==> config.mk <==
export PLATFORM = sky130hd
export DESIGN_NAME = jpeg_requantize_dry_select_core
export DESIGN_NICKNAME = d
export VERILOG_FILES = /design/src/rtl/core/jrds_pkg.sv /design/src/rtl/core/jpeg_requantize_dry_select_core.sv /design/src/rtl/core/jrds_ram.sv /design/src/rtl/core/jrds_div_cell.sv /design/src/rtl/core/jrds_div_chain.sv
export SDC_FILE = /design/constraint.sdc
export NUM_CORES = 2
export LEC_CHECK = 0
export ABC_AREA = 1
export BUFFER_PORTS_ARGS = -buffer_cell sky130_fd_sc_hd__clkbuf_2
export CORE_ASPECT_RATIO = 1.75
export CORE_UTILIZATION = 31
export CTS_CLUSTER_DIAMETER = 80
export CTS_CLUSTER_SIZE = 14
export DETAILED_ROUTE_END_ITERATION = 6
export RECOVER_POWER = 50
export REMOVE_ABC_BUFFERS = 1
export SLEW_MARGIN = 30
export SYNTH_ARGS = -nofsm -noshare
export SYNTH_HDL_FRONTEND = slang
export SYNTH_HIERARCHICAL = 1
export SYNTH_SLANG_ARGS = --single-unit
==> constraint.sdc <==
create_clock -name clk -period 16.9 [get_ports clk]
set_input_delay 3.38 -clock clk [delete_from_list [all_inputs] [get_ports clk]]
set_output_delay 3.38 -clock clk [all_outputs]
set_load 0.03 [all_outputs]
==> src/rtl/core/jrds_pkg.sv <==
//------------------------------------------------------------------------------
// jrds_pkg
// Shared widths and types for the requantize / dry-select core.
//------------------------------------------------------------------------------
package jrds_pkg;

	localparam int TABLE_DEPTH = 64;
	localparam int IDX_BITS    = $clog2(TABLE_DEPTH);
	localparam int COUNT_BITS  = 24;
	localparam int Q_BITS      = 8;
	localparam int COEF_BITS   = 12;
	localparam int MAG_BITS    = 19;   // |coef * fq| <= 2048*255
	localparam int RES_BITS    = 20;
	localparam int NCELL       = MAG_BITS;
	localparam int STEP_BITS   = $clog2(NCELL + 1);

	localparam logic OP_LOAD = 1'b0;
	localparam logic OP_COEF = 1'b1;

	// divider cell state handed down the chain each cycle that the chain is enabled
	typedef struct packed {
		logic [MAG_BITS-1:0] rem;  // partial remainder / dividend shift
		logic [MAG_BITS-1:0] quo;
	} div_word_t;

	typedef enum logic [1:0] {
		ST_IDLE,
		ST_READ,
		ST_DIV,
		ST_OUT
	} state_t;

endpackage

==> src/rtl/core/jpeg_requantize_dry_select_core.sv <==
//------------------------------------------------------------------------------
// jpeg_requantize_dry_select_core
// Requantizes JPEG coefficients to a reduced table and flags dry ones.
//------------------------------------------------------------------------------
// One word at a time. A load word is taken without leaving the idle state, so
// loads can follow back to back. A coefficient word passes through the table
// read, the row of restoring-division cells (one quotient bit per cell, with
// the multiply in front of the first cell), and the output register, which
// also takes the residue/threshold test. A new input is taken in the cycle
// after the result has been handed off; while the output is stalled, the
// result is held and the core stays busy. The tables come up undefined and
// must be loaded before use.
module jpeg_requantize_dry_select_core
	import jrds_pkg::*;
(
	input  logic                        clk,
	input  logic                        arst_n,
	input  logic                        cfg_we,
	input  logic [6:0]                  cfg_wdata,
	input  logic                        in_valid,
	output logic                        in_stall,
	input  logic                        opcode,
	input  logic [5:0]                  table_index,
	input  logic [7:0]                  full_quant,
	input  logic [7:0]                  reduced_quant,
	input  logic signed [11:0]          coefficient,
	input  logic                        first_coefficient,
	output logic                        out_valid,
	input  logic                        out_stall,
	output logic signed [19:0]          requantized,
	output logic                        parity,
	output logic                        dry,
	output logic [23:0]                 dry_total
);

	state_t               state_q, state_d;
	logic [STEP_BITS-1:0] step_q;
	logic [6:0]           thr_q;
	logic [IDX_BITS-1:0]  pos_q;
	logic [IDX_BITS-1:0]  rd_pos;
	logic [COUNT_BITS-1:0] cnt_q;
	logic                 acc;
	logic                 sign_q;
	logic signed [COEF_BITS-1:0] coef_q;
	logic                 mul_q;
	logic [MAG_BITS-1:0]  absx_q;
	logic [Q_BITS-1:0]    fq_rd, qr_rd, qr_eff;
	logic                 ram_we;
	div_word_t            div_in, div_out;
	logic                 div_en;

	assign in_stall = (state_q != ST_IDLE);
	assign acc      = in_valid && !in_stall;
	assign ram_we   = acc && (opcode == OP_LOAD);

	// a restart reads entry 0 in the same cycle the position clears
	assign rd_pos = (acc && opcode == OP_COEF && first_coefficient) ? '0 : pos_q;

	// quantizer tables
	jrds_ram #(.WIDTH(Q_BITS), .DEPTH(TABLE_DEPTH)) u_full (
		.clk(clk), .we(ram_we), .waddr(table_index[IDX_BITS-1:0]),
		.wdata(full_quant), .raddr(rd_pos), .rdata(fq_rd)
	);
	jrds_ram #(.WIDTH(Q_BITS), .DEPTH(TABLE_DEPTH)) u_red (
		.clk(clk), .we(ram_we), .waddr(table_index[IDX_BITS-1:0]),
		.wdata(reduced_quant), .raddr(rd_pos), .rdata(qr_rd)
	);

	assign qr_eff = (qr_rd == '0) ? Q_BITS'(1) : qr_rd;

	// dividend: |x| + qr/2, captured after multiply
	logic signed [COEF_BITS+Q_BITS:0] prod;
	logic [MAG_BITS-1:0] absx;
	logic [MAG_BITS-1:0] dvd;
	assign prod = coef_q * $signed({1'b0, fq_rd});
	assign absx = prod[COEF_BITS+Q_BITS] ? MAG_BITS'(-prod) : MAG_BITS'(prod);
	assign dvd  = absx + {{(MAG_BITS+1-Q_BITS){1'b0}}, qr_eff[Q_BITS-1:1]};

	always_comb begin
		div_in.rem = '0;
		div_in.quo = dvd;
	end
	assign div_en = (state_q == ST_READ) || (state_q == ST_DIV);

	jrds_div_chain u_chain (
		.clk(clk), .en(div_en), .divisor(qr_eff), .din(div_in), .dout(div_out)
	);

	// next state
	always_comb begin
		state_d = state_q;
		case (state_q)
			ST_IDLE: if (acc && opcode == OP_COEF) state_d = ST_READ;
			ST_READ: state_d = ST_DIV;
			ST_DIV:  if (step_q == STEP_BITS'(NCELL)) state_d = ST_OUT;
			ST_OUT:  if (!out_stall) state_d = ST_IDLE;
			default: state_d = ST_IDLE;
		endcase
	end

	// residue and dry test off the chain output
	logic [MAG_BITS-1:0] rmag;
	logic [MAG_BITS+Q_BITS-1:0] rq;
	logic [MAG_BITS+Q_BITS:0] dd;
	logic [MAG_BITS+Q_BITS+8:0] lhs, rhs;
	logic [6:0] thr_s;
	logic nz, is_dry;
	always_comb begin
		rmag  = div_out.quo;
		rq    = rmag * qr_eff;
		dd    = {1'b0, rq} - {{(Q_BITS+1){1'b0}}, absx_q};
		if (dd[MAG_BITS+Q_BITS]) dd = -dd;
		thr_s = (thr_q > 7'd100) ? 7'd100 : thr_q;
		lhs   = (MAG_BITS+Q_BITS+9)'(dd) * (MAG_BITS+Q_BITS+9)'(200);
		rhs   = (MAG_BITS+Q_BITS+9)'(7'd100 - thr_s) * (MAG_BITS+Q_BITS+9)'(qr_eff);
		nz    = mul_q && (rmag != '0);
		is_dry = nz && (lhs > rhs);
	end

	// control registers
	always_ff @(posedge clk or negedge arst_n) begin
		if (!arst_n) begin
			state_q <= ST_IDLE;
			step_q  <= '0;
			thr_q   <= '0;
			pos_q   <= '0;
			cnt_q   <= '0;
			out_valid <= 1'b0;
		end else begin
			state_q <= state_d;
			if (cfg_we) thr_q <= cfg_wdata;
			if (acc && opcode == OP_COEF && first_coefficient) begin
				pos_q <= '0;
				cnt_q <= '0;
			end
			if (state_q == ST_READ) step_q <= STEP_BITS'(1);
			else if (state_q == ST_DIV) step_q <= step_q + 1'b1;
			if (state_q == ST_DIV && step_q == STEP_BITS'(NCELL)) begin
				out_valid <= 1'b1;
				pos_q <= pos_q + 1'b1;
				if (is_dry && cnt_q != '1) cnt_q <= cnt_q + 1'b1;
			end else if (state_q == ST_OUT && !out_stall) begin
				out_valid <= 1'b0;
			end
		end
	end

	// payload
	logic [COUNT_BITS-1:0] cnt_nx;
	assign cnt_nx = (is_dry && cnt_q != '1) ? cnt_q + 1'b1 : cnt_q;
	always_ff @(posedge clk) begin
		if (acc) coef_q <= coefficient;
		if (state_q == ST_READ) begin
			sign_q <= prod[COEF_BITS+Q_BITS];
			mul_q  <= (absx != '0);
			absx_q <= absx;
		end
		if (state_q == ST_DIV && step_q == STEP_BITS'(NCELL)) begin
			requantized <= nz ? (sign_q ? -$signed({1'b0, rmag}) : $signed({1'b0, rmag}))
			                  : '0;
			parity      <= nz & rmag[0];
			dry         <= is_dry;
			dry_total   <= 24'(cnt_nx);
		end
	end

endmodule

==> src/rtl/core/jrds_ram.sv <==
//------------------------------------------------------------------------------
// jrds_ram
// Generic single-port-write, registered-read RAM.
//------------------------------------------------------------------------------
module jrds_ram #(
	parameter int WIDTH = 8,
	parameter int DEPTH = 64
) (
	input  logic                     clk,
	input  logic                     we,
	input  logic [$clog2(DEPTH)-1:0] waddr,
	input  logic [WIDTH-1:0]         wdata,
	input  logic [$clog2(DEPTH)-1:0] raddr,
	output logic [WIDTH-1:0]         rdata
);

	logic [WIDTH-1:0] mem_q [DEPTH];

	// write port and registered read
	always_ff @(posedge clk) begin
		if (we) begin
			mem_q[waddr] <= wdata;
		end
		rdata <= mem_q[raddr];
	end

endmodule

==> src/rtl/core/jrds_div_cell.sv <==
//------------------------------------------------------------------------------
// jrds_div_cell
// One restoring-division cell: takes one dividend bit, emits one quotient bit.
//------------------------------------------------------------------------------
module jrds_div_cell
	import jrds_pkg::*;
(
	input  logic                clk,
	input  logic                en,
	input  logic [Q_BITS-1:0]   divisor,
	input  div_word_t           din,
	output div_word_t           dout
);

	logic [MAG_BITS:0]   trial;
	logic [MAG_BITS-1:0] rem_sh;
	div_word_t           nxt;

	// shift in the next dividend bit (taken from the top of quo) and try subtract
	always_comb begin
		rem_sh = {din.rem[MAG_BITS-2:0], din.quo[MAG_BITS-1]};
		trial  = {1'b0, rem_sh} - {{(MAG_BITS+1-Q_BITS){1'b0}}, divisor};
		nxt.quo = {din.quo[MAG_BITS-2:0], ~trial[MAG_BITS]};
		nxt.rem = trial[MAG_BITS] ? rem_sh : trial[MAG_BITS-1:0];
	end

	always_ff @(posedge clk) begin
		if (en) begin
			dout <= nxt;
		end
	end

endmodule

==> src/rtl/core/jrds_div_chain.sv <==
//------------------------------------------------------------------------------
// jrds_div_chain
// Row of division cells; the word moves one cell per cycle while en is high.
//------------------------------------------------------------------------------
module jrds_div_chain
	import jrds_pkg::*;
(
	input  logic              clk,
	input  logic              en,
	input  logic [Q_BITS-1:0] divisor,
	input  div_word_t         din,
	output div_word_t         dout
);

	div_word_t link [NCELL+1];

	assign link[0] = din;

	// cell row
	for (genvar i = 0; i < NCELL; i++) begin : g_cell
		jrds_div_cell u_cell (
			.clk     (clk),
			.en      (en),
			.divisor (divisor),
			.din     (link[i]),
			.dout    (link[i+1])
		);
	end

	assign dout = link[NCELL];

endmodule

==> results.sh <==
export IMPL_status="finished, violations left"
export IMPL_violations="capacitance limit, slew limit"
export IMPL_drive_above_1_share=0.0788
export IMPL_startpoint_type="flip-flop"
export IMPL_worstPathMaxFanout=58
export IMPL_clock_latency_ns=0.87
export IMPL_hold_viol=0
export IMPL_criticalPathCategory="flip-flop to flip-flop"
export IMPL_grtUsageTotal=0.153
export IMPL_grt_pass1_vias=74300
export IMPL_postCtsSetupBuffers=0
export IMPL_met3_usage=0.0173
export IMPL_worstMarginPinSlew_ns=4.23
export IMPL_min_period_ns=12.16
export IMPL_critPathBufInv=12
export IMPL_worstSetupStartpoint="u_red/rdata[4]$_DFF_P_"
export IMPL_path_clk_slew_ns=0.07
export IMPL_hold_buffers=0
export IMPL_slew_violations=1580
export IMPL_cp_slowest_cell="buf_4"
export IMPL_ff2ff_setup_slack_ns=4.74
export IMPL_r2r_start="u_red/rdata[4]$_DFF_P_"
export IMPL_gp_congestion=0.897
export IMPL_drt_iter0_markers=4627
export IMPL_hold_class="flip-flop to flip-flop"
export IMPL_fin_crit_sh=0.719
export IMPL_rr_worst_depth=54
export IMPL_cts_root_buf="clkbuf_16"
export IMPL_dieArea_sq_mm=0.345
export IMPL_wirelength_um=268000
export IMPL_cts_buffer_depth=4
export IMPL_netlist_area_sq_mm=0.106
export IMPL_hp_start="u_chain/g_cell[4].u_cell/dout[0]$_DFFE_PP_"
export IMPL_grtUsageMet2=0.302
export IMPL_nNetsFinal=11900
export IMPL_cts_buffers=164
export IMPL_setup_violations=0
export IMPL_required_ns=17.44
export IMPL_busiest_layer="met2"
export IMPL_drt_wirelength_per_cell_um=17.0
export IMPL_fillers=34700
export IMPL_core_area_sq_mm=0.341
export IMPL_critPathMaxStageDelay_ns=0.63
export IMPL_detail_route_antenna_nets=0
export IMPL_die_w_um=445
export IMPL_cp_arrival_ns=12.69
export IMPL_io_buffers=95
export IMPL_start_util=0.311
export IMPL_grt_pass1_wl_um=413000
export IMPL_postCtsResizedCells=0
export IMPL_cpMostUsedCell="nand2_1"
export IMPL_met1_usage=0.156
export IMPL_crit_end="dry_total[18]$_DFFE_PP_"
export IMPL_fin_skew_ns=0.106
export IMPL_h_tree_depth=4
export IMPL_crit_cells=54
export IMPL_crit_path_end_kind="flip-flop"
export IMPL_max_cap_violations=26
export IMPL_dp_final_hpwl_um=188000
export IMPL_row_count=284
export IMPL_dr_pass1_iters=6
export IMPL_r2r_end="dry_total[18]$_DFFE_PP_"
export IMPL_design_portCount=96
export IMPL_ys_warn_count=6
export IMPL_synth_area_per_cell_sq_um=9.60
export IMPL_holdWs_ns=0.369
export IMPL_netlist_instances=11100
export IMPL_remaining_drc_errors=0
export IMPL_slew_headroom=-1.82
export IMPL_vias_per_cell=4.70
export IMPL_area_growth_syn_to_layout_pct=8.00
export IMPL_antenna_found_initial=10
export IMPL_fmax_ghz=0.0823
export IMPL_clkSinkCount=1849
export IMPL_overflow=0
export IMPL_die_h_um=777
export IMPL_num_vias=73900
export IMPL_setup_tns_ns=0
export IMPL_grt_max_degree=164
export IMPL_rsz0062_at_grt="no"
export IMPL_critical_path_top_delay_family="adder cells"
export IMPL_final_util=0.336
export IMPL_cts_tree="done"
[state kept, by name, indices dropped and copies added, names as in the netlist]
signal	count
requantized	20
thr_q	7
u_red/mem_q	512
out_valid	1
cnt_q	24
u_red/rdata	8
parity	1
mul_q	1
state_q	2
coef_q	12
step_q	5
dry	1
sign_q	1
u_full/mem_q	512
dry_total	24
u_chain/g_cell.u_cell/dout	685
absx_q	19
pos_q	6
u_full/rdata	8
[layout make-up]
class | instances | area (sq um) | share of cell area
diodes | 5 | 12.5 | 0.000109
clock buffers | 190 | 4240 | 0.0370
clock inverters | 22 | 194 | 0.00169
inverters | 1477 | 5590 | 0.0487
multi-input cells | 7429 | 42800 | 0.373
flip-flops and latches | 1849 | 55100 | 0.480
well taps | 4576 | 5730 | 0.0499
repair buffers | 181 | 1080 | 0.00941
[worst reg2reg max path, delay by kind of cell, from the launching register on]
kind / cells / cell delay (ns)
xor+xnor: 2 / 0.30
fa+ha+maj: 10 / 4.08
flops: 1 / 0.31
compound gates: 10 / 2.16
simple gates: 20 / 2.99
buf+inv: 12 / 2.04
[stage by stage]
| step | std cells | cell area (sq um) | setup WS (ns) |
|---|---|---|---|
| 2_1_floorplan | 10800 | 104000 | -10.46 |
| 3_3_place_gp | 15500 | 111000 | 4.53 |
| 3_5_place_dp | 15500 | 111000 | 4.45 |
| 4_1_cts | 15700 | 115000 | 4.43 |
| 5_1_grt | 15700 | 115000 | 3.76 |
| 6_report | 15700 | 115000 | 4.74 |
[metal layers]
metal	routed length, um	vias up
met4	13900	8
met3	10100	604
met2	148000	1522
met1	95600	35500
met5	49	-
li1	-	36300
[worst min-delay path by stage]
stage / end / slack [ns] / cells past startpoint
after floorplan: u_chain/g_cell[10].u_cell/dout[10]$_DFFE_PP_ / 0.40 / 0
after global placement: u_chain/g_cell[10].u_cell/dout[4]$_DFFE_PP_ / 0.40 / 0
after detailed placement: u_chain/g_cell[10].u_cell/dout[7]$_DFFE_PP_ / 0.40 / 0
after CTS: u_chain/g_cell[9].u_cell/dout[7]$_DFFE_PP_ / 0.37 / 0
after global routing: u_chain/g_cell[8].u_cell/dout[5]$_DFFE_PP_ / 0.38 / 0
final: u_chain/g_cell[5].u_cell/dout[1]$_DFFE_PP_ / 0.37 / 0
[placed cells by master (no fill, tap or decap), types with 9 or more instances in the layout]
master	count
inv_4	10
xnor2_1	66
nand3b_1	82
nand2_2	109
o21ai_0	101
clkinvlp_2	9
dfxtp_1	9
nand2_4	81
a21oi_4	19
conb_1	63
fa_1	277
nor2_2	76
clkbuf_1	54
o21a_1	20
clkbuf_16	166
edfxtp_1	1788
a21oi_2	86
inv_1	1391
nor2_4	26
a21oi_1	206
o21ai_1	16
nand3_1	1366
nand4_1	144
buf_4	58
nor4_1	24
nand2_1	3287
dfrtp_1	45
ha_1	435
xor2_1	160
nor3_1	81
clkbuf_2	89
nor2_1	583
or2_2	39
inv_2	61
a211oi_1	22
Power is not shown: default switching activity piles up to over one toggle a cycle in this logic, so the estimate is an artifact.
